**src/rtl/core/sliding_window_max_min_sum_unit_assert.svh**
```systemverilog
// Assertion macros shared by the sliding window unit.
`ifndef SLIDING_WINDOW_MAX_MIN_SUM_UNIT_ASSERT_SVH
`define SLIDING_WINDOW_MAX_MIN_SUM_UNIT_ASSERT_SVH

// Holds at every clock edge outside reset.
`define SWMM_ASSERT(label, prop, msg) \
   label: assert property (@(posedge clock) disable iff (reset) (prop)) else $error(msg);

// The consequent holds in the cycle after the antecedent.
`define SWMM_ASSERT_NEXT(label, pre, post, msg) \
   label: assert property (@(posedge clock) disable iff (reset) (pre) |=> (post)) \
      else $error(msg);

`endif

```
**src/rtl/core/swmm_pkg.sv**
```systemverilog
package swmm_pkg;

   localparam int WINDOW_MAX  = 32;
   localparam int SAMPLE_BITS = 16;
   localparam int TOTAL_BITS  = 48;
   localparam int SIZE_BITS   = $clog2(WINDOW_MAX + 1);
   localparam int CNT_BITS    = $clog2(WINDOW_MAX);
   localparam int CSR_BITS    = 6;
   localparam int SUM_BITS    = TOTAL_BITS + 2;
   localparam logic [SIZE_BITS-1:0] K_RESET = SIZE_BITS'(4);

   typedef struct packed {
      logic signed [SAMPLE_BITS-1:0] sample;
      logic                          last_sample;
   } req_type;

   typedef struct packed {
      logic signed [SAMPLE_BITS-1:0] window_max;
      logic signed [SAMPLE_BITS-1:0] window_min;
      logic signed [TOTAL_BITS-1:0]  running_total;
      logic                          total_saturated;
      logic                          end_of_set;
   } rsp_type;

   typedef struct packed {
      logic signed [SAMPLE_BITS-1:0] sample;
      logic signed [SAMPLE_BITS-1:0] mx;
      logic signed [SAMPLE_BITS-1:0] mn;
   } link_type;

   typedef enum logic [1:0] {
      ST_IDLE,
      ST_SWEEP,
      ST_ACCUM
   } state_type;

endpackage

```
**src/rtl/core/swmm_cell.sv**
```systemverilog
module swmm_cell (
   input  logic              clock,
   input  logic              shift_en,
   input  logic              in_window,
   input  swmm_pkg::link_type prev,
   output swmm_pkg::link_type next
);
   import swmm_pkg::*;

   logic signed [SAMPLE_BITS-1:0] sample_ff, sample_in;
   logic signed [SAMPLE_BITS-1:0] mx_ff, mx_in;
   logic signed [SAMPLE_BITS-1:0] mn_ff, mn_in;

   always_comb begin
      sample_in = shift_en ? $signed(prev.sample) : sample_ff;
      mx_in     = $signed(prev.mx);
      mn_in     = $signed(prev.mn);
      if (in_window && (sample_ff > $signed(prev.mx))) begin
         mx_in = sample_ff;
      end
      if (in_window && (sample_ff < $signed(prev.mn))) begin
         mn_in = sample_ff;
      end
   end

   always_ff @(posedge clock) begin
      sample_ff <= sample_in;
      mx_ff     <= mx_in;
      mn_ff     <= mn_in;
   end

   assign next.sample = sample_ff;
   assign next.mx     = mx_ff;
   assign next.mn     = mn_ff;

endmodule

```
**src/rtl/core/sliding_window_max_min_sum_unit.sv**
```systemverilog
// Sliding window maximum and minimum with a saturating running total.
// Samples arrive on the req_ channel (valid/ready) and results leave on the
// rsp_ channel (valid/ready). The csr_ port sets the window size; zero acts
// as one and sizes above 32 act as 32. Write it only while the unit is idle.
// Each accepted item shifts into a chain of 32 cells. When the set holds a
// full window, a max/min wave runs down the chain, one cell a cycle, while
// the unit waits in the sweep state; the accumulate state then updates the
// total and loads the result once the output register is free. No new item
// is taken before that. An item that yields no result leaves the unit idle.
// An item marked last closes the set and clears the count and the total.
// A result that the receiver stalls waits in the output register; the next
// item is still accepted, and its own result waits for the register to free.
// Synchronous reset clears the set, sets a window of four and empties the
// output; held samples are only read once written in the current set.
module sliding_window_max_min_sum_unit (
   input  logic                              clock,
   input  logic                              reset,
   input  logic                              req_valid,
   output logic                              req_ready,
   input  swmm_pkg::req_type                 req_data,
   output logic                              rsp_valid,
   input  logic                              rsp_ready,
   output swmm_pkg::rsp_type                 rsp_data,
   input  logic                              csr_wr_en,
   input  logic [swmm_pkg::CSR_BITS-1:0]     csr_wr_data
);
   import swmm_pkg::*;

   state_type              state_ff, state_in;
   logic [SIZE_BITS-1:0]   k_ff, k_in;
   logic [SIZE_BITS-1:0]   fill_ff, fill_in, fill_inc;
   logic [CNT_BITS-1:0]    sweep_ff, sweep_in;
   logic signed [TOTAL_BITS-1:0] total_ff, total_in, total_new;
   logic                   sat_ff, sat_in, sat_new;
   logic                   last_ff, last_in;
   logic                   rsp_valid_ff, rsp_valid_in;
   rsp_type                rsp_ff, rsp_in;

   logic                   accept, start_sweep, sweep_done, rsp_load;
   logic signed [SUM_BITS-1:0] sum_w;
   link_type               link [WINDOW_MAX+1];
   logic [WINDOW_MAX-1:0]  in_window;

   // Cell chain.
   assign link[0].sample = req_data.sample;
   assign link[0].mx     = link[1].sample;
   assign link[0].mn     = link[1].sample;

   for (genvar i = 0; i < WINDOW_MAX; i++) begin : g_cell
      assign in_window[i] = SIZE_BITS'(i) < k_ff;
      swmm_cell u_cell (
         .clock     (clock),
         .shift_en  (accept),
         .in_window (in_window[i]),
         .prev      (link[i]),
         .next      (link[i+1])
      );
   end

   // Handshake and sequencing.
   assign accept      = req_valid && req_ready;
   assign fill_inc    = (fill_ff == SIZE_BITS'(WINDOW_MAX)) ? fill_ff : fill_ff + 1'b1;
   assign start_sweep = accept && (fill_inc >= k_ff);
   assign sweep_done  = sweep_ff == CNT_BITS'(WINDOW_MAX - 1);

   always_comb begin
      state_in = state_ff;
      case (state_ff)
         ST_IDLE: begin
            if (start_sweep) begin
               state_in = ST_SWEEP;
            end
         end
         ST_SWEEP: begin
            if (sweep_done) begin
               state_in = ST_ACCUM;
            end
         end
         ST_ACCUM: begin
            if (!rsp_valid_ff || rsp_ready) begin
               state_in = ST_IDLE;
            end
         end
         default: state_in = ST_IDLE;
      endcase
   end

   always_comb begin
      req_ready = 1'b0;
      rsp_load  = 1'b0;
      sweep_in  = '0;
      case (state_ff)
         ST_IDLE:  req_ready = 1'b1;
         ST_SWEEP: sweep_in  = sweep_ff + 1'b1;
         ST_ACCUM: rsp_load  = !rsp_valid_ff || rsp_ready;
         default:  req_ready = 1'b0;
      endcase
   end

   // Saturating total.
   assign sum_w = SUM_BITS'(total_ff) + SUM_BITS'($signed(link[WINDOW_MAX].mx))
                + SUM_BITS'($signed(link[WINDOW_MAX].mn));

   always_comb begin
      total_new = sum_w[TOTAL_BITS-1:0];
      sat_new   = sat_ff;
      if (sum_w[SUM_BITS-1:TOTAL_BITS-1] != '0 && sum_w[SUM_BITS-1:TOTAL_BITS-1] != '1) begin
         sat_new   = 1'b1;
         total_new = sum_w[SUM_BITS-1] ? {1'b1, {(TOTAL_BITS-1){1'b0}}}
                                       : {1'b0, {(TOTAL_BITS-1){1'b1}}};
      end
   end

   always_comb begin
      k_in         = k_ff;
      fill_in      = fill_ff;
      total_in     = total_ff;
      sat_in       = sat_ff;
      last_in      = last_ff;
      rsp_in       = rsp_ff;
      rsp_valid_in = rsp_valid_ff && !rsp_ready;
      if (csr_wr_en) begin
         if (csr_wr_data == '0) begin
            k_in = SIZE_BITS'(1);
         end else if (SIZE_BITS'(csr_wr_data) > SIZE_BITS'(WINDOW_MAX)) begin
            k_in = SIZE_BITS'(WINDOW_MAX);
         end else begin
            k_in = SIZE_BITS'(csr_wr_data);
         end
      end
      if (accept) begin
         last_in = req_data.last_sample;
         if (req_data.last_sample && !start_sweep) begin
            fill_in  = '0;
            total_in = '0;
            sat_in   = 1'b0;
         end else begin
            fill_in = fill_inc;
         end
      end
      if (rsp_load) begin
         rsp_valid_in           = 1'b1;
         rsp_in.window_max      = link[WINDOW_MAX].mx;
         rsp_in.window_min      = link[WINDOW_MAX].mn;
         rsp_in.running_total   = total_new;
         rsp_in.total_saturated = sat_new;
         rsp_in.end_of_set      = last_ff;
         if (last_ff) begin
            fill_in  = '0;
            total_in = '0;
            sat_in   = 1'b0;
         end else begin
            total_in = total_new;
            sat_in   = sat_new;
         end
      end
   end

   always_ff @(posedge clock) begin
      if (reset) begin
         state_ff     <= ST_IDLE;
         k_ff         <= K_RESET;
         fill_ff      <= '0;
         sweep_ff     <= '0;
         total_ff     <= '0;
         sat_ff       <= 1'b0;
         last_ff      <= 1'b0;
         rsp_valid_ff <= 1'b0;
      end else begin
         state_ff     <= state_in;
         k_ff         <= k_in;
         fill_ff      <= fill_in;
         sweep_ff     <= sweep_in;
         total_ff     <= total_in;
         sat_ff       <= sat_in;
         last_ff      <= last_in;
         rsp_valid_ff <= rsp_valid_in;
      end
   end

   always_ff @(posedge clock) begin
      rsp_ff <= rsp_in;
   end

   assign rsp_valid = rsp_valid_ff;
   assign rsp_data  = rsp_ff;

`include "sliding_window_max_min_sum_unit_assert.svh"

   `SWMM_ASSERT(a_k_range, (k_ff != '0) && (k_ff <= SIZE_BITS'(WINDOW_MAX)), "bad window size")
   `SWMM_ASSERT(a_fill_range, fill_ff <= SIZE_BITS'(WINDOW_MAX), "fill count out of range")
   `SWMM_ASSERT_NEXT(a_sweep_len, state_ff == ST_SWEEP && !sweep_done, state_ff == ST_SWEEP, "short sweep")
   `SWMM_ASSERT(a_rsp_source, $rose(rsp_valid_ff) |-> $past(state_ff == ST_ACCUM), "stray result")

endmodule

```
**config.mk**
```make
export PLATFORM = sky130hd
export DESIGN_NAME = sliding_window_max_min_sum_unit
export DESIGN_NICKNAME = d
export VERILOG_FILES = /design/src/rtl/core/swmm_pkg.sv /design/src/rtl/core/swmm_cell.sv /design/src/rtl/core/sliding_window_max_min_sum_unit.sv
export VERILOG_INCLUDE_DIRS = /design/src /design/src/rtl/core
export SDC_FILE = /design/constraint.sdc
export NUM_CORES = 2
export LEC_CHECK = 0
export ABC_AREA = 1
export ABC_CLOCK_PERIOD_IN_PS = 14300
export BUFFER_PORTS_ARGS = -buffer_cell sky130_fd_sc_hd__buf_4
export CAP_MARGIN = 20
export CORE_MARGIN = 4
export CORE_UTILIZATION = 35
export CTS_BUF_LIST = sky130_fd_sc_hd__clkbuf_16
export DETAILED_ROUTE_END_ITERATION = 7
export PLACE_DENSITY = 0.6
export SLEW_MARGIN = 20
export SYNTH_ARGS = -nofsm -noshare
export SYNTH_HDL_FRONTEND = slang
export SYNTH_SLANG_ARGS = --single-unit
export TNS_END_PERCENT = 50
```
**constraint.sdc**
```tcl
create_clock -name clock -period 14.3 [get_ports clock]
set_input_delay 0.715 -clock clock [delete_from_list [all_inputs] [get_ports clock]]
set_output_delay 0.715 -clock clock [all_outputs]
set_load 0.1 [all_outputs]
```
==> run_results.csv <==
group,metric,value,unit
status,status,"completed",
floorplanning,initial_core_util,0.353,
sta,skew,0.0464,ns
cells_and_area,drive_above_1_share,0.0650,
global_route,gr-usage-met2,0.296,
pwr,total_power,21600,uW
critical_path,required,14.87,ns
floorplanning,io_pins,112,
pwr,power.leakage,0.0438,uW
cts,cts.clk_slew.worst_paths,0.06,ns
routing,routedWlPerCell,16.0,microns
sta,period_needed,4.82,ns
critical_path,critPathLaunchType,"flop",
critical_path,path_cells,"buf_4 -> fa_1 -> ha_1 -> nand2_1 -> nor2_1 -> nand3_1 -> nor2_1 -> nand2_1 -> nand4_1 -> nand2_4 -> o21ai_4 -> buf_4 -> nand2_2 -> or2_1",
routing,ant_nets,0,
global_route,grtUsageTotal,0.165,
floorplanning,die_h,493,microns
routing,drt_iter0_drc,3566,
critical_path,critPathMaxStageDelay,0.76,ns
cts,cts_tree,"done",
synth,syn_nets,10400,
cts,htreeDepth,4,
synth,ys_ff_latch,1672,
cells_and_area,fillCellCount,22900,
global_route,first_global_vias,61400,
global_route,grt_max_degree,160,
sta,maxSlewHeadroom,0.282,
sta,hold_violations,0,
synth,ys.flop_type,"dfxtp_1",
placement,gp_congestion,0.909,
sta,tightest_slew,1.07,ns
sta,slew_viol_final,0,
placement,dpl.hpwl,158000,microns
cts,clock_sinks,1672,
routing,drt-total-wl,203000,microns
routing,routed-via-count,60800,
pwr,p_per_area,233,nW/um^2
critical_path,crit_fanout,34,
synth,synth_seq_area_share,0.479,
cells_and_area,antennaDiodeCount,0,
global_route,grt_overflow,0,
critical_path,worst_setup_path_end_kind,"flop",
routing,viasPerCell,4.78,
sta,hold_ws,0.0826,ns
global_route,top_usage_layer,"met2",
sta,setup_tns,0,ns
global_route,grt_pass1_wl,327000,microns
global_route,met1_usage,0.206,
floorplanning,design.core.area,233000,sq um
critical_path,crit_type,"flop to flop",
synth,netlist_area,82200,sq um
routing,drc,0,
job,maxCapViolCount,0,
critical_path,cpMaxStageDelayCell,"o21ai_4",
min_path,min_path_cells,1,
synth,synth_cells,9320,
sta,fin_crit_sh,0.337,
placement,port_buffers,111,
synth,synth_enable_flop_cells,594,
cells_and_area,layout.nets,10500,
routing,first_pass_iters,6,
critical_path,ff2ff_path_depth,14,
synth,synthArstFlopShare,0,
floorplanning,die-area,243000,sq um
min_path,hold_path.class,"input port to flop",
cts,cts_buffer_depth,3,
cts,numCtsBuffers,179,
cts,clk_latency,0.82,ns
sta,grt_setup_unrepaired,"no",
synth,synth_cell_types,61,
pwr,vdd_drop_max,0.000211,V
sta,max_freq,207,MHz
floorplanning,die_width,493,microns
sta,setup_viol,0,
cts,ctsRootBufferMaster,"clkbuf_16",
cells_and_area,syn_to_final_growth,12.7,%
synth,synth_warnings,0,
cts,postCtsSetupBuffers,0,
floorplanning,rows,177,
critical_path,cp.arrival,5.39,ns
synth,syn_avg_cell_area,8.82,sq um
global_route,grt_util_met3,0.0217,
global_route,antenna_found_initial,2,
==> layer usage <==
layer	part of all wire	wire length, microns
met5	0.000064	13
met4	0.029	5860
met3	0.037	7530
met2	0.49	99800
met1	0.44	89900
==> worst paths after layout <==
path	from	to	slack [ns]
hold / removal	req_data[10]	g_cell[0].u_cell.sample_ff[9]	0.08
hold reg to reg	g_cell[0].u_cell.sample_ff[7]	g_cell[0].u_cell.mx_ff[7]	0.36
setup / recovery	g_cell[31].u_cell.mn_ff[15]	rsp_data[1]	9.48
setup reg to reg	g_cell[31].u_cell.mn_ff[15]	rsp_data[1]	9.48
==> report_power, final <==
group          switching, uW  internal, uW
Combinational           5630          3190
Clock                   1980          2700
Sequential              1270          6870
Total                   8870         12800
==> sequential cells by signal (all words and copies together), names as in the netlist <==
signal,flops
fill_ff,6
g_cell.u_cell.mn_ff,496
g_cell.u_cell.mx_ff,512
g_cell.u_cell.sample_ff,512
k_ff,6
last_ff,1
rsp_data,82
rsp_valid,1
sat_ff,1
state_ff,2
sweep_ff,5
total_ff,48
==> logic make-up after synthesis <==
family / after synthesis / synth area share
compound gates: 1959 / 0.128
xor+xnor: 40 / 0.00426
buf+inv: 1992 / 0.0925
simple gates: 2604 / 0.132
flops: 1672 / 0.479
fa+ha+maj: 1053 / 0.165
==> final cells by class <==
cell class / instances / area [sq um] / share of cell area
clock buffers: 182 / 4550 / 0.0491
flip-flops and latches: 1672 / 39400 / 0.425
clock inverters: 157 / 1440 / 0.0155
well taps: 3132 / 3920 / 0.0423
repair buffers: 155 / 1250 / 0.0135
multi-input cells: 5656 / 35400 / 0.382
inverters: 1777 / 6690 / 0.0721
==> critical path: cells and delay by family, from the launching register on <==
kind | cells | cell delay, ns
adders and majority gates | 2 | 0.91
buffers and inverters | 2 | 1.08
AOI/OAI and AO/OA | 1 | 0.76
and+or+nand+nor | 9 | 1.48
DFF | 1 | 0.31
==> what timing repair did <==
item | in CTS | in global routing
gates resized for setup | 0 | 0
hold buffers | 4 | 0
hold endpoints to repair | 4 | 0
==> layout by cell type (no fill, tap or decap), drive strengths merged, types with 79 or more instances in the layout <==
| cell type | netlist | routed |
|---|---|---|
| a21oi | 604 | 604 |
| buf | 47 | 149 |
| nor2 | 284 | 284 |
| edfxtp | 594 | 594 |
| nand2 | 1889 | 1889 |
| inv | 1776 | 1836 |
| o21ai | 1126 | 1126 |
| ha | 1004 | 1004 |
| dfxtp | 1078 | 1078 |
| nand4 | 79 | 79 |
| clkbuf | 168 | 184 |
| nand3 | 200 | 200 |
==> Yosys cell counts (all sizes together) (8+ instances only) <==
library cell | count | area [sq um]
nor4 | 13 | 81.3
o21bai | 24 | 180
o211ai | 51 | 383
o2111ai | 8 | 70.1
dfxtp | 1078 | 21600
buf | 47 | 305
a21boi | 12 | 90.1
nand2 | 1889 | 7310
a31oi | 19 | 119
a211oi | 19 | 143
inv | 1776 | 6670
o31ai | 23 | 173
xor2 | 26 | 228
clkbuf | 168 | 631
o21ai | 1126 | 5650
nor2 | 284 | 1110
nand4 | 79 | 494
xnor2 | 14 | 123
or2 | 35 | 219
nor3b | 8 | 60.1
edfxtp | 594 | 17800
a21o | 29 | 218
ha | 1004 | 12600
nand3b | 16 | 120
nor3 | 74 | 370
nand3 | 200 | 1020
a21oi | 604 | 3110
fa | 49 | 981
o21a | 20 | 150
==> per-stage QoR <==
step	utilization	instance area (sq um)	instances	setup WS (ns)
after floorplan	-	82200	9320	6.58
after global placement	0.370	86300	12400	9.27
after detailed placement	0.370	86400	12400	9.17
after CTS	0.396	92400	12700	9.15
after global routing	0.398	92700	12700	9.02
final	0.398	92700	12700	9.48
Note: power is estimated with default switching activity, not from simulation.
